$ cat config.mk
export PLATFORM = sky130hd
export DESIGN_NAME = hsws_ctrl
export DESIGN_NICKNAME = d
export VERILOG_FILES = /design/src/rtl/core/hsws_pkg.sv /design/src/rtl/core/hsws_ctrl.sv
export SDC_FILE = /design/constraint.sdc
export NUM_CORES = 1
export LEC_CHECK = 0
export ABC_AREA = 1
export ABC_CLOCK_PERIOD_IN_PS = 6690
export BUFFER_PORTS_ARGS = -buffer_cell sky130_fd_sc_hd__buf_2
export CAP_MARGIN = 15
export CELL_PAD_IN_SITES_DETAIL_PLACEMENT = 0
export CELL_PAD_IN_SITES_GLOBAL_PLACEMENT = 1
export CORE_AREA = 5 5 109 111
export CTS_CLUSTER_SIZE = 12
export DETAILED_ROUTE_END_ITERATION = 10
export DIE_AREA = 0 0 114 116
export PLACE_DENSITY_LB_ADDON = 0.1
export SKIP_CTS_REPAIR_TIMING = 1
export SYNTH_ARGS = -nofsm -noshare
export SYNTH_HDL_FRONTEND = slang
export SYNTH_SLANG_ARGS = --single-unit
$ cat constraint.sdc
create_clock -name clk -period 6.69 [get_ports clk]
set_input_delay 1.338 -clock clk [delete_from_list [all_inputs] [get_ports clk]]
set_output_delay 1.338 -clock clk [all_outputs]
set_load 0.01 [all_outputs]
$ cat src/rtl/core/hsws_pkg.sv
// ----------------------------------------------------------------------------
// hsws_pkg
// shared constants, codes and types of the hardware stack with swap
// ----------------------------------------------------------------------------
package hsws_pkg;

    localparam int DEPTH      = 1024;
    localparam int DATA_WIDTH = 32;
    localparam int ADDR_W     = (DEPTH > 1) ? $clog2(DEPTH) : 1;
    localparam int CNT_W      = $clog2(DEPTH + 1);

    typedef enum logic [1:0] {
        ACT_PUSH = 2'd0,
        ACT_POP  = 2'd1,
        ACT_READ = 2'd2,
        ACT_SWAP = 2'd3
    } action_t;

    typedef logic [DATA_WIDTH-1:0] word_t;
    typedef logic [CNT_W-1:0]      count_t;
    typedef logic [ADDR_W-1:0]     addr_t;

    // one finished response as it leaves on the output channel
    typedef struct packed {
        logic signed [31:0] top_value;
        logic               top_valid;
        logic [10:0]        entry_count;
        logic               is_empty;
        logic               is_full;
        logic               status;
    } result_t;

endpackage

$ cat src/rtl/core/hsws_ctrl.sv
// ----------------------------------------------------------------------------
// hsws_ctrl
// stack sequencer: count, cached top entry and memory access control
// ----------------------------------------------------------------------------
module hsws_ctrl
    import hsws_pkg::*;
(
    input  logic               clk,
    input  logic               rst_n,
    input  logic               in_valid,
    output logic               in_ready,
    input  logic [1:0]         action,
    input  logic signed [31:0] push_value,
    input  logic               out_free,
    output logic               done,
    output result_t            result,
    output logic               mem_we,
    output addr_t              mem_addr,
    output word_t              mem_wdata,
    input  word_t              mem_rdata
);

    typedef enum logic [2:0] {
        S_IDLE = 3'b001,
        S_LOAD = 3'b010,
        S_SWAP = 3'b100
    } state_t;

    state_t state_reg, state_next;
    count_t count_reg, count_next;
    word_t  top_reg, top_next;
    logic   ignored;
    logic   accept;
    logic   is_full_now;
    logic   is_empty_now;
    addr_t  addr_m1;
    addr_t  addr_m2;
    logic signed [63:0] push_ext;
    logic signed [63:0] top_ext;
    logic [31:0]        cnt_wide;

    assign in_ready     = (state_reg == S_IDLE) && out_free;
    assign accept       = in_valid && in_ready;
    assign is_full_now  = (count_reg == CNT_W'(DEPTH));
    assign is_empty_now = (count_reg == '0);
    assign addr_m1      = ADDR_W'(count_reg - CNT_W'(1));
    assign addr_m2      = ADDR_W'(count_reg - CNT_W'(2));
    assign push_ext     = 64'(push_value);

    // the top entry lives in top_reg; the ram holds the entries beneath it
    always_comb
    begin
        state_next = state_reg;
        count_next = count_reg;
        top_next   = top_reg;
        mem_we     = 1'b0;
        mem_addr   = addr_m2;
        mem_wdata  = top_reg;
        done       = 1'b0;
        ignored    = 1'b0;
        unique case (state_reg)
            S_IDLE:
            begin
                if (accept)
                begin
                    unique case (action_t'(action))
                        ACT_PUSH:
                        begin
                            done = 1'b1;
                            if (is_full_now)
                            begin
                                ignored = 1'b1;
                            end
                            else
                            begin
                                mem_we     = !is_empty_now;
                                mem_addr   = addr_m1;
                                top_next   = push_ext[DATA_WIDTH-1:0];
                                count_next = count_reg + CNT_W'(1);
                            end
                        end
                        ACT_POP:
                        begin
                            if (is_empty_now)
                            begin
                                ignored = 1'b1;
                                done    = 1'b1;
                            end
                            else
                            begin
                                count_next = count_reg - CNT_W'(1);
                                if (count_reg == CNT_W'(1))
                                begin
                                    done = 1'b1;
                                end
                                else
                                begin
                                    state_next = S_LOAD;
                                end
                            end
                        end
                        ACT_READ:
                        begin
                            ignored = is_empty_now;
                            done    = 1'b1;
                        end
                        ACT_SWAP:
                        begin
                            if (count_reg < CNT_W'(2))
                            begin
                                ignored = 1'b1;
                                done    = 1'b1;
                            end
                            else
                            begin
                                state_next = S_SWAP;
                            end
                        end
                    endcase
                end
            end
            S_LOAD:
            begin
                // new top arrives from the entry just below the old one
                top_next   = mem_rdata;
                done       = 1'b1;
                state_next = S_IDLE;
            end
            S_SWAP:
            begin
                // old top goes down, second entry comes up
                top_next   = mem_rdata;
                mem_we     = 1'b1;
                done       = 1'b1;
                state_next = S_IDLE;
            end
            default:
            begin
                state_next = S_IDLE;
            end
        endcase
    end

    assign top_ext  = 64'(signed'(top_next));
    assign cnt_wide = 32'(count_next);

    always_comb
    begin
        result.top_value   = (count_next == '0) ? 32'sd0 : top_ext[31:0];
        result.top_valid   = (count_next != '0);
        result.entry_count = cnt_wide[10:0];
        result.is_empty    = (count_next == '0);
        result.is_full     = (count_next == CNT_W'(DEPTH));
        result.status      = ignored;
    end

    always_ff @(posedge clk or negedge rst_n)
    begin
        if (!rst_n)
        begin
            state_reg <= S_IDLE;
            count_reg <= '0;
        end
        else
        begin
            state_reg <= state_next;
            count_reg <= count_next;
        end
    end

    always_ff @(posedge clk)
    begin
        top_reg <= top_next;
    end

    a_count_bound: assert property (@(posedge clk) disable iff (!rst_n)
        count_reg <= CNT_W'(DEPTH))
        else $error("stack count above depth");

    a_count_step: assert property (@(posedge clk) disable iff (!rst_n)
        (count_reg != $past(count_reg)) |->
            (count_reg == $past(count_reg) + CNT_W'(1) ||
             count_reg == $past(count_reg) - CNT_W'(1)))
        else $error("stack count moved by more than one");

    a_swap_seq: assert property (@(posedge clk) disable iff (!rst_n)
        (accept && action == ACT_SWAP && count_reg >= CNT_W'(2)) |=>
            (state_reg == S_SWAP && count_reg == $past(count_reg)))
        else $error("swap did not enter its write-back cycle");

    a_done_free: assert property (@(posedge clk) disable iff (!rst_n)
        (state_reg != S_IDLE) |-> (done && out_free))
        else $error("memory wait state without a free output register");

endmodule

==> results of run 1 <==
[cells in the mapped netlist, types with 2 or more instances]
library cell	number
nand2_1	113
clkbuf_1	12
o21ai_0	11
nand2_4	3
buf_6	3
nand3_2	2
nand2_2	7
nor2_2	9
a21oi_2	21
o21ai_1	3
a211oi_1	15
ha_1	11
nand3_1	69
inv_2	2
nor2_4	2
inv_1	96
nor2_8	2
buf_4	5
nand4_1	5
a211oi_2	3
xor2_1	12
dfrtp_1	13
a21oi_1	29
nor3_1	2
dfxtp_1	32
buf_2	5
nand3b_1	2
nor2_1	68
[layer usage]
metal	global-route usage [%]	vias to the layer above	wire length [um]	share of wire, %
met2	30.9	144	5950	45
met5	0	-	0	0
met1	27.5	1902	6140	46
met4	3.72	0	99	0.75
li1	-	2089	-	-
met3	5.22	8	1080	8.1
[metrics by stage]
| step | util (%) | hold WS, ns | area [sq um] |
|---|---|---|---|
| 2_1_floorplan | - | 0.518 | 3660 |
| 3_3_place_gp | 42.3 | 0.465 | 4520 |
| 3_5_place_dp | 42.3 | 0.463 | 4520 |
| 4_1_cts | 43.1 | 0.493 | 4610 |
| 5_1_grt | 43.1 | 0.521 | 4610 |
| 6_report | 43.1 | 0.489 | 4610 |
[power by group through the flow]
stage / registers (uW) / clock network, uW / logic [uW]
detailed placement: 470 / 0 / 1000
floorplan: 465 / 0 / 657
global placement: 470 / 0 / 1000
global route: 484 / 202 / 1110
CTS: 466 / 191 / 1010
finish: 467 / 181 / 999
[cells by family (layout without fill, tap and decap cells)]
| family | Yosys count | count (layout) | synth area share, % |
|---|---|---|---|
| xor+xnor | 12 | 12 | 2.87 |
| simple gates | 287 | 287 | 36.4 |
| buf+inv | 124 | 271 | 14.0 |
| compound gates | 86 | 86 | 15.9 |
| flops | 46 | 46 | 27.1 |
| fa+ha+maj | 11 | 11 | 3.76 |
[worst min-delay path by stage]
stage                     startpoint               endpoint  slack [ns]  depth (start not counted)
2_1_floorplan  mem_wdata[21]$_DFF_P_  mem_wdata[21]$_DFF_P_        0.52                          2
5_1_grt         mem_wdata[6]$_DFF_P_   mem_wdata[6]$_DFF_P_        0.52                          2
3_3_place_gp   mem_wdata[26]$_DFF_P_  mem_wdata[26]$_DFF_P_        0.46                          2
3_5_place_dp   mem_wdata[24]$_DFF_P_  mem_wdata[24]$_DFF_P_        0.46                          2
4_1_cts        mem_wdata[26]$_DFF_P_  mem_wdata[26]$_DFF_P_        0.49                          2
6_report       mem_wdata[26]$_DFF_P_  mem_wdata[26]$_DFF_P_        0.49                          2
[layout make-up]
type / count / area (sq um) / area share, %
well taps: 140 / 175 / 3.80
multi-input cells: 396 / 2160 / 46.8
inverters: 99 / 372 / 8.05
clock buffers: 6 / 72.6 / 1.57
repair buffers: 164 / 828 / 18.0
clock inverters: 2 / 13.8 / 0.298
flip-flops and latches: 46 / 992 / 21.5
[tightest hold or removal path: cells and delay by family (launching register included)]
kind,cells,cell delay [ns]
flip-flops,1,0.34
AO/OA/AOI/OAI,1,0.08
buffers and inverters,1,0.05
==> qor.txt, run 1 <==
Layout cells sized above 1 - 31.6%
Die span in y - 116 um
Final cell count without fillers - 853
Row count - 38
Total negative slack - 0 ns
Synth unique cells - 37
Post-Syn Area - 3660 sq um
Global-route wire length before repair - 20,900 um
CP cell instances - buf_2 > inv_1 > ha_1 > inv_1 > nor2_2 > nand2_2 > nand2_1 > nand2_1 > nand2_1 > nor2_2 > nand2_2 > nor2_8 > a21oi_1 > buf_2
Share of the synthesized area in the top cell type - 17.5%
Die X-Extent - 114 um
Worst Path Required - 5.35 ns
CTS H-tree lvls - 2
CTS Root Cell - clkbuf_8
Post-route ant nets - 0
Clock latency on the worst-skew pair - 0.31 ns
Number of synthesis warnings - 0
Setup crit end - result[43]
Worst VDD drop - 156 uV
FF-to-FF path depth - 8
Starting DRC count in detailed routing - 286
CTS tree - yes
Placer Congestion - 0.858
R2r endpoint - mem_wdata[15]$_DFF_P_
R2R Setup Slk - 3.46 ns
PwrDens - 357 nW/um^2
R2R Path Start - state_reg[1]$_DFFE_PN0P_
Slew margin rel. - 25.1%
Number of flops mapped to enable cells by yosys - 0
RSZ-0062 raised after global routing - no
Wire length per cell - 15.6 um
Flop pwr share - 28.4%
Top_reg_cell synth - dfxtp_1
Crit path buf inv count - 4
Int Pwr - 795 uW
Setup-failing EPs final - 0
Pins Over Slew Limit - 0
Sequential-to-total area share from yosys stat - 27.1%
Crit Path Max Fanout - 34
Final Hold Viols - 0
# placed instances - 844
Port Buffer Count - 161
Net Sw Power - 852 uW
#FFs+latches synth - 46
Net Sw Frac - 51.7%
Final worst setup slack - 1.45 ns
Clock share of power - 11.0%
Detailed-route via count - 4,143
Total power - 1650 uW
Static leakage - 0.00273 uW
Final period utilization - 78.4%
DRC Markers - 0
Cell mode on critical path - nand2_1
Area growth syn-to-layout - 26.0%
Arrival @ worst endpoint - 3.91 ns
# diodes - 0
Global-route total usage across every layer - 19.7%
Initial antenna violation count - 0
Critical Path Max Stage Delay - 0.56 ns
CTS Sinks - 46
Final Skew - 0.00750 ns
Commonest non-fill, non-tap cells in the layout - buf_2 (161), nand2_1 (113), inv_1 (96)
Max reg flops - 32
Crit path from - action[0]
Vias per Instance - 4.86
Delay-heaviest family, CP - simple AND/OR/NAND/NOR gates
Async SR Flop Fraction - 30.4%
Synthesized instance count - 566
Net count, final - 793
WP depth - 14
Largest net degree at the start of global routing - 35
Setup Slack @ Placement - 1.42 ns
Hpwl dp - 10,100 um
Initial Util - 34.2%
Ranking of synthesized cells by area - dfxtp_1 (17%), nand2_1 (12%), inv_1 (9.8%)
Setup crit end kind - primary output
Least-Margin Pin Slew - 1.12 ns
Hold crit path type - reg2reg
Vias in the first global route - 4,083
Worst setup SP type - input port
Syn_nets - 647
I/O Pins - 162
Clk buf depth - 2
Max Clk Rate - 0.191 GHz
Setup Crit Path Kind - in2out
Total of max-cap violations - 0
Post-Route WL - 13,300 um
Min cycle time layout - 5.24 ns
# fillers - 1,217
Combinational group share of total power - 60.6%
Synth area leader - dfxtp_1
Most common cell after layout, fill and taps aside - buf_2
Die area - 13,200 sq um
Pre-Repair DR Iteration Count - 5
Outcome - finished clean
Slowest CP cell - nor2_8
Core area - 10,700 sq um
GR Overflow Total - 0
Synthesized area per cell - 6.47 sq um
CTS Buf Count - 5
Clk slew on worst S/H paths - 0.10 ns
Power figures use the tool's default switching activity.
==> run 2, diff against run 1 <==
ABC_CLOCK_PERIOD_IN_PS = 4650   (was 6690)
CORE_AREA = 5 5 119 121   (was 5 5 109 111)
DIE_AREA = 0 0 124 126   (was 0 0 114 116)
clock period = 4.65 ns   (was 6.69 ns; I/O delays follow)
==> qor.txt, run 2 (synthesis results as in run 1) <==
Slew margin rel. - 66.7% (+42 points)
FF-to-FF path depth - 12 (+4)
Vias per Instance - 4.65 (-4.4%)
Global-route total usage across every layer - 17.4% (-2.3 points)
Starting DRC count in detailed routing - 235 (-18%)
CTS Sinks - 46 (unchanged)
# fillers - 1,481 (+22%)
Hpwl dp - 10,900 um (+8.1%)
Pins Over Slew Limit - 0 (unchanged)
Worst Path Required - 3.72 ns (-1.63 ns)
Finished Core Util - 36.8% (-6.3 points)
Vias in the first global route - 4,000 (-2.0%)
Net Sw Frac - 49.9% (-1.8 points)
Die area - 15,600 sq um (+18%)
Most common cell after layout, fill and taps aside - buf_2
Initial antenna violation count - 0 (unchanged)
Initial Util - 28.2% (-6.0 points)
Min-Delay Startpoint - mem_wdata[30]$_DFF_P_
Int Pwr - 1260 uW (+58%)
Combinational group share of total power - 59.1% (-1.5 points)
Least-Margin Pin Slew - 0.500 ns (-0.616 ns)
R2R Setup Slk - 2.19 ns (-1.27 ns)
Setup-failing EPs final - 0 (unchanged)
Wire length per cell - 15.7 um (+0.89%)
R2R Path Start - count_reg[1]$_DFF_PN0_
Worst setup SP type - input port
Clk buf depth - 2 (unchanged)
Clock share of power - 14.1% (+3.1 points)
Static leakage - 0.00279 uW (+2.2%)
Layout cells sized above 1 - 32.2% (+0.62 points)
CTS tree - yes
Flop pwr share - 26.8% (-1.6 points)
Net Sw Power - 1250 uW (+47%)
GRT busiest layer - met2
Row count - 42 (+11%)
Global routing usage on met3 - 3.68% (-1.5 points)
Placer Congestion - 0.825 (-3.8%)
Post-route ant nets - 0 (unchanged)
Final period utilization - 90.7%
Total of max-cap violations - 0 (unchanged)
GR Util met2 - 28.4% (-2.5 points)
Hold crit path type - reg2reg
Area growth syn-to-layout - 30.5%
Min cycle time layout - 4.22 ns
Largest net degree at the start of global routing - 34 (-2.9%)
Commonest non-fill, non-tap cells in the layout - buf_2 (161), nand2_1 (113), inv_1 (96)
Max reg flops - 32 (unchanged)
Clk slew on worst S/H paths - 0.07 ns (-0.03 ns)
Clock latency on the worst-skew pair - 0.29 ns (-0.02 ns)
Worst VDD drop - 252 uV (+61%)
Max Clk Rate - 0.237 GHz
Crit Path Max Fanout - 33 (-2.9%)
Global-route wire length before repair - 21,500 um (+2.9%)
CTS Root Cell - clkbuf_16
CTS Buf Count - 5 (unchanged)
Post-Route WL - 14,000 um (+5.7%)
Outcome - finished clean
GR Util met1 - 24.2% (-3.3 points)
Worst Hold Path EP - mem_wdata[30]$_DFF_P_
Net count, final - 799 (+0.76%)
Setup crit end kind - primary output
CTS H-tree lvls - 2 (unchanged)
Final Skew - 0.00789 ns (+0.000391 ns)
Port Buffer Count - 161 (unchanged)
RSZ-0062 raised after global routing - no
PwrDens - 524 nW/um^2 (+47%)
I/O Pins - 162 (unchanged)
Setup Crit Path Kind - in2out
Detailed-route via count - 4,153 (+0.24%)
Total negative slack - 0 ns (unchanged)
Core area - 13,000 sq um (+21%)
Die span in y - 126 um (+8.6%)
# diodes - 0 (unchanged)
GR Overflow Total - 0 (unchanged)
Hold depth - 2 (unchanged)
DRC Markers - 0 (unchanged)
Die X-Extent - 124 um (+8.8%)
R2r endpoint - mem_wdata[16]$_DFF_P_
Pre-Repair DR Iteration Count - 4 (-1)
Final Hold Viols - 0 (unchanged)
Arrival @ worst endpoint - 3.29 ns (-0.62 ns)
-- run 2: cell count changes in the layout (fill, tap and decap cells not counted), sizes merged --
| cell | delta |
|---|---|
| clkbuf | -1 |
| buf | +6 |
-- run 2: per-stage QoR --
step | hold slack (ns) | cell area (sq um) | power [uW] | instances | setup slack, ns
final | 0.485 | 4780 | 2510 | 894 | 0.433
after global routing | 0.508 | 4780 | 2730 | 894 | 0.176
after CTS | 0.486 | 4780 | 2540 | 894 | 0.400
after detailed placement | 0.468 | 4640 | 2170 | 887 | 0.404
after global placement | 0.462 | 4640 | 2180 | 887 | 0.440
after floorplan | 0.518 | 3660 | 1610 | 566 | 1.08
-- run 2: final cells by class --
class                           instances  area (sq um)  share of cell area [%]
Inverter                               99           372                    7.78
Timing Repair Buffer                  170           898                    18.8
Clock inverter                          2          10.0                   0.209
Clock buffer                            5           125                    2.62
Multi-Input combinational cell        396          2160                    45.2
Sequential cell                        46           992                    20.8
Tap cell                              176           220                    4.61
-- run 2: how the worst max path moves through the flow --
stage | end | start | slack [ns] | depth (start not counted)
floorplan | result[36] | action[1] | 1.08 | 13
global placement | result[2] | action[0] | 0.44 | 15
detailed placement | result[2] | action[0] | 0.40 | 15
CTS | result[2] | action[0] | 0.40 | 15
global route | result[2] | action[0] | 0.18 | 15
finish | result[40] | action[0] | 0.43 | 14
-- run 2: per-layer routing --
| layer | routed length, um | vias up |
|---|---|---|
| met2 | 6610 | 134 |
| met1 | 6410 | 1910 |
| met5 | 0 | - |
| met3 | 928 | 7 |
| met4 | 85 | 0 |
| li1 | - | 2102 |
-- run 2: power by group through the flow --
stage          combinational [uW]  sequential, uW  clock [uW]
6_report                     1480             672         354
2_1_floorplan                 945             669           0
4_1_cts                      1500             669         369
5_1_grt                      1650             690         387
3_5_place_dp                 1490             677           0
3_3_place_gp                 1500             676           0
-- run 2: worst max-delay path, stage by stage --
cell and delay (ns):
buf_2 0.12, inv_1 0.08, ha_1 0.44, nor2_1 0.14, nor2_4 0.26, inv_2 0.12, nand2_1 0.07, nand3_1 0.16
nor2_1 0.20, nand2_2 0.12, nor2_8 0.14, buf_12 0.23, a21oi_1 0.10, buf_2 0.15
==> run 3, diff against run 2 <==
RECOVER_POWER = 25   (was default)
==> qor.txt, run 3 (synthesis results as in run 1) <==
Hpwl dp - 10,900 um (unchanged)
Combinational group share of total power - 58.7% (-0.4 points)
Commonest non-fill, non-tap cells in the layout - buf_2 (136), nand2_1 (113), inv_1 (96)
Met3 wire length - 998 um (+7.5%)
WL met1 - 6390 um (-0.34%)
Global-route total usage across every layer - 17.4% (unchanged)
Largest net degree at the start of global routing - 34 (unchanged)
Finished Core Util - 36.6% (-0.24 points)
Port Buffer Count - 161 (unchanged)
Crit Path Max Fanout - 33 (unchanged)
Setup Crit Path Kind - in2out
Min cycle time layout - 4.22 ns (+0.000869 ns)
Net count, final - 799 (unchanged)
# diodes - 0 (unchanged)
CP cell instances - buf_2 > inv_1 > ha_1 > nor2_1 > nor2_4 > inv_2 > nand2_1 > nand3_1 > nor2_1 > nand2_2 > nor2_8 > buf_12 > a21oi_1 > buf_2
Final Hold Viols - 0 (unchanged)
I/O Pins - 162 (unchanged)
Arrival @ worst endpoint - 3.29 ns (about the same)
Max Clk Rate - 0.237 GHz (about the same)
Initial antenna violation count - 0 (unchanged)
Core area - 13,000 sq um (unchanged)
# placed instances - 887 (unchanged)
Slew margin rel. - 39.3% (-27 points)
Hold crit path type - reg2reg
Placer Congestion - 0.825 (unchanged)
Critical Path Max Stage Delay - 0.44 ns (about the same)
CTS Sinks - 46 (unchanged)
Max reg flops - 32 (unchanged)
Delay-heaviest family, CP - simple AND/OR/NAND/NOR gates
Clock latency on the worst-skew pair - 0.29 ns (about the same)
Final cell count without fillers - 894 (unchanged)
CTS tree - yes
DRC Markers - 0 (unchanged)
Area growth syn-to-layout - 29.7%
Worst VDD drop - 251 uV (-0.41%)
Least-Margin Pin Slew - 0.911 ns (+0.411 ns)
Setup crit end kind - primary output
Most common cell after layout, fill and taps aside - buf_2
CTS Root Cell - clkbuf_16
GR Overflow Total - 0 (unchanged)
Static leakage - 0.00271 uW (-3.1%)
Crit path buf inv count - 5 (unchanged)
Net Sw Power - 1250 uW (+0.28%)
Vias per Instance - 4.65 (about the same)
Pins Over Slew Limit - 0 (unchanged)
Outcome - finished clean
Slowest CP cell - ha_1
Int Pwr - 1240 uW (-1.3%)
Hold_ws - 0.490 ns (+0.00580 ns)
Row count - 42 (unchanged)
Flop pwr share - 27.0% (+0.2 points)
Total of max-cap violations - 0 (unchanged)
Die X-Extent - 124 um (unchanged)
Wire length per cell - 15.7 um (about the same)
Clock share of power - 14.3% (+0.2 points)
Vias in the first global route - 4,000 (unchanged)
Met2 wire len - 6530 um (-1.1%)
Top routing layer in use - met4
Initial Util - 28.2% (unchanged)
Starting DRC count in detailed routing - 225 (-4.3%)
Post-route ant nets - 0 (unchanged)
Die span in y - 126 um (unchanged)
Final period utilization - 90.7% (about the same)
Die area - 15,600 sq um (unchanged)
Worst setup SP type - input port
Total negative slack - 0 ns (unchanged)
Detailed-route via count - 4,156 (+0.072%)
Clk buf depth - 2 (unchanged)
Setup-failing EPs final - 0 (unchanged)
CTS Buf Count - 5 (unchanged)
RSZ-0062 raised after global routing - no
Final Skew - 0.00801 ns (+0.000127 ns)
Layout cells sized above 1 - 28.7% (-3.5 points)
Clk slew on worst S/H paths - 0.07 ns (about the same)
Net Sw Frac - 50.3% (+0.39 points)
PwrDens - 525 nW/um^2 (+0.16%)
Post-Route WL - 14,000 um (about the same)
CTS H-tree lvls - 2 (unchanged)
Worst Path Required - 3.72 ns (about the same)
Global-route wire length before repair - 21,500 um (unchanged)
Pre-Repair DR Iteration Count - 5 (+1)
[run 3: changes by cell type in the layout (fill, tap and decap cells not counted)]
cell and delta:
buf_2 -25, clkbuf_1 +25
[run 3: cell type report]
class	instances	area, sq um
clock inverter	2	10.0
sequential	46	992
inverter	99	372
tap	176	220
clock buffer	5	125
fill	1490	8230
multi-input combinational	396	2160
timing repair buffer	170	867
[run 3: worst paths after layout]
kind	startpoint	end	slack [ns]	cells past startpoint
setup / recovery	action[0]	result[38]	0.43	14
hold / removal	mem_wdata[24]$_DFF_P_	mem_wdata[24]$_DFF_P_	0.49	2
setup reg to reg	count_reg[1]$_DFF_PN0_	mem_wdata[16]$_DFF_P_	2.19	12
hold reg to reg	mem_wdata[24]$_DFF_P_	mem_wdata[24]$_DFF_P_	0.49	2
max in group asynchronous	rst_n	count_reg[6]$_DFF_PN0_	3.34	1
min in group asynchronous	rst_n	count_reg[9]$_DFF_PN0_	0.74	1
[run 3: per-layer routing]
layer  vias up  track usage (%)
met5         -                0
met4         0             2.58
met3         8             3.68
met2       139             28.4
met1      1904             24.2
li1       2105                -
[run 3: through the flow]
stage	total power [uW]	area (sq um)	setup slack (ns)
after CTS	2540	4780	0.400
final	2490	4750	0.432
after detailed placement	2170	4640	0.404
after global placement	2180	4640	0.440
after floorplan	1610	3660	1.08
after global routing	2710	4750	0.176
[run 3: power groups by stage]
stage               Clock (uW)  Combinational (uW)  Sequential (uW)
floorplan                    0                 945              669
detailed placement           0                1490              677
CTS                        369                1500              669
global route               387                1630              692
finish                     356                1460              674
global placement             0                1500              676
[run 3: worst reg2reg max path, cell delays in order, from the launching register on]
cell and delay, ns:
dfrtp_1 0.44, inv_1 0.30, ha_1 0.22, nand2_2 0.09, nor2_8 0.19, nand2_4 0.10, nand2_2 0.22, nand2_1 0.13
inv_1 0.39, nand2_1 0.11, nand3_1 0.09, a21oi_1 0.06, inv_1 0.06
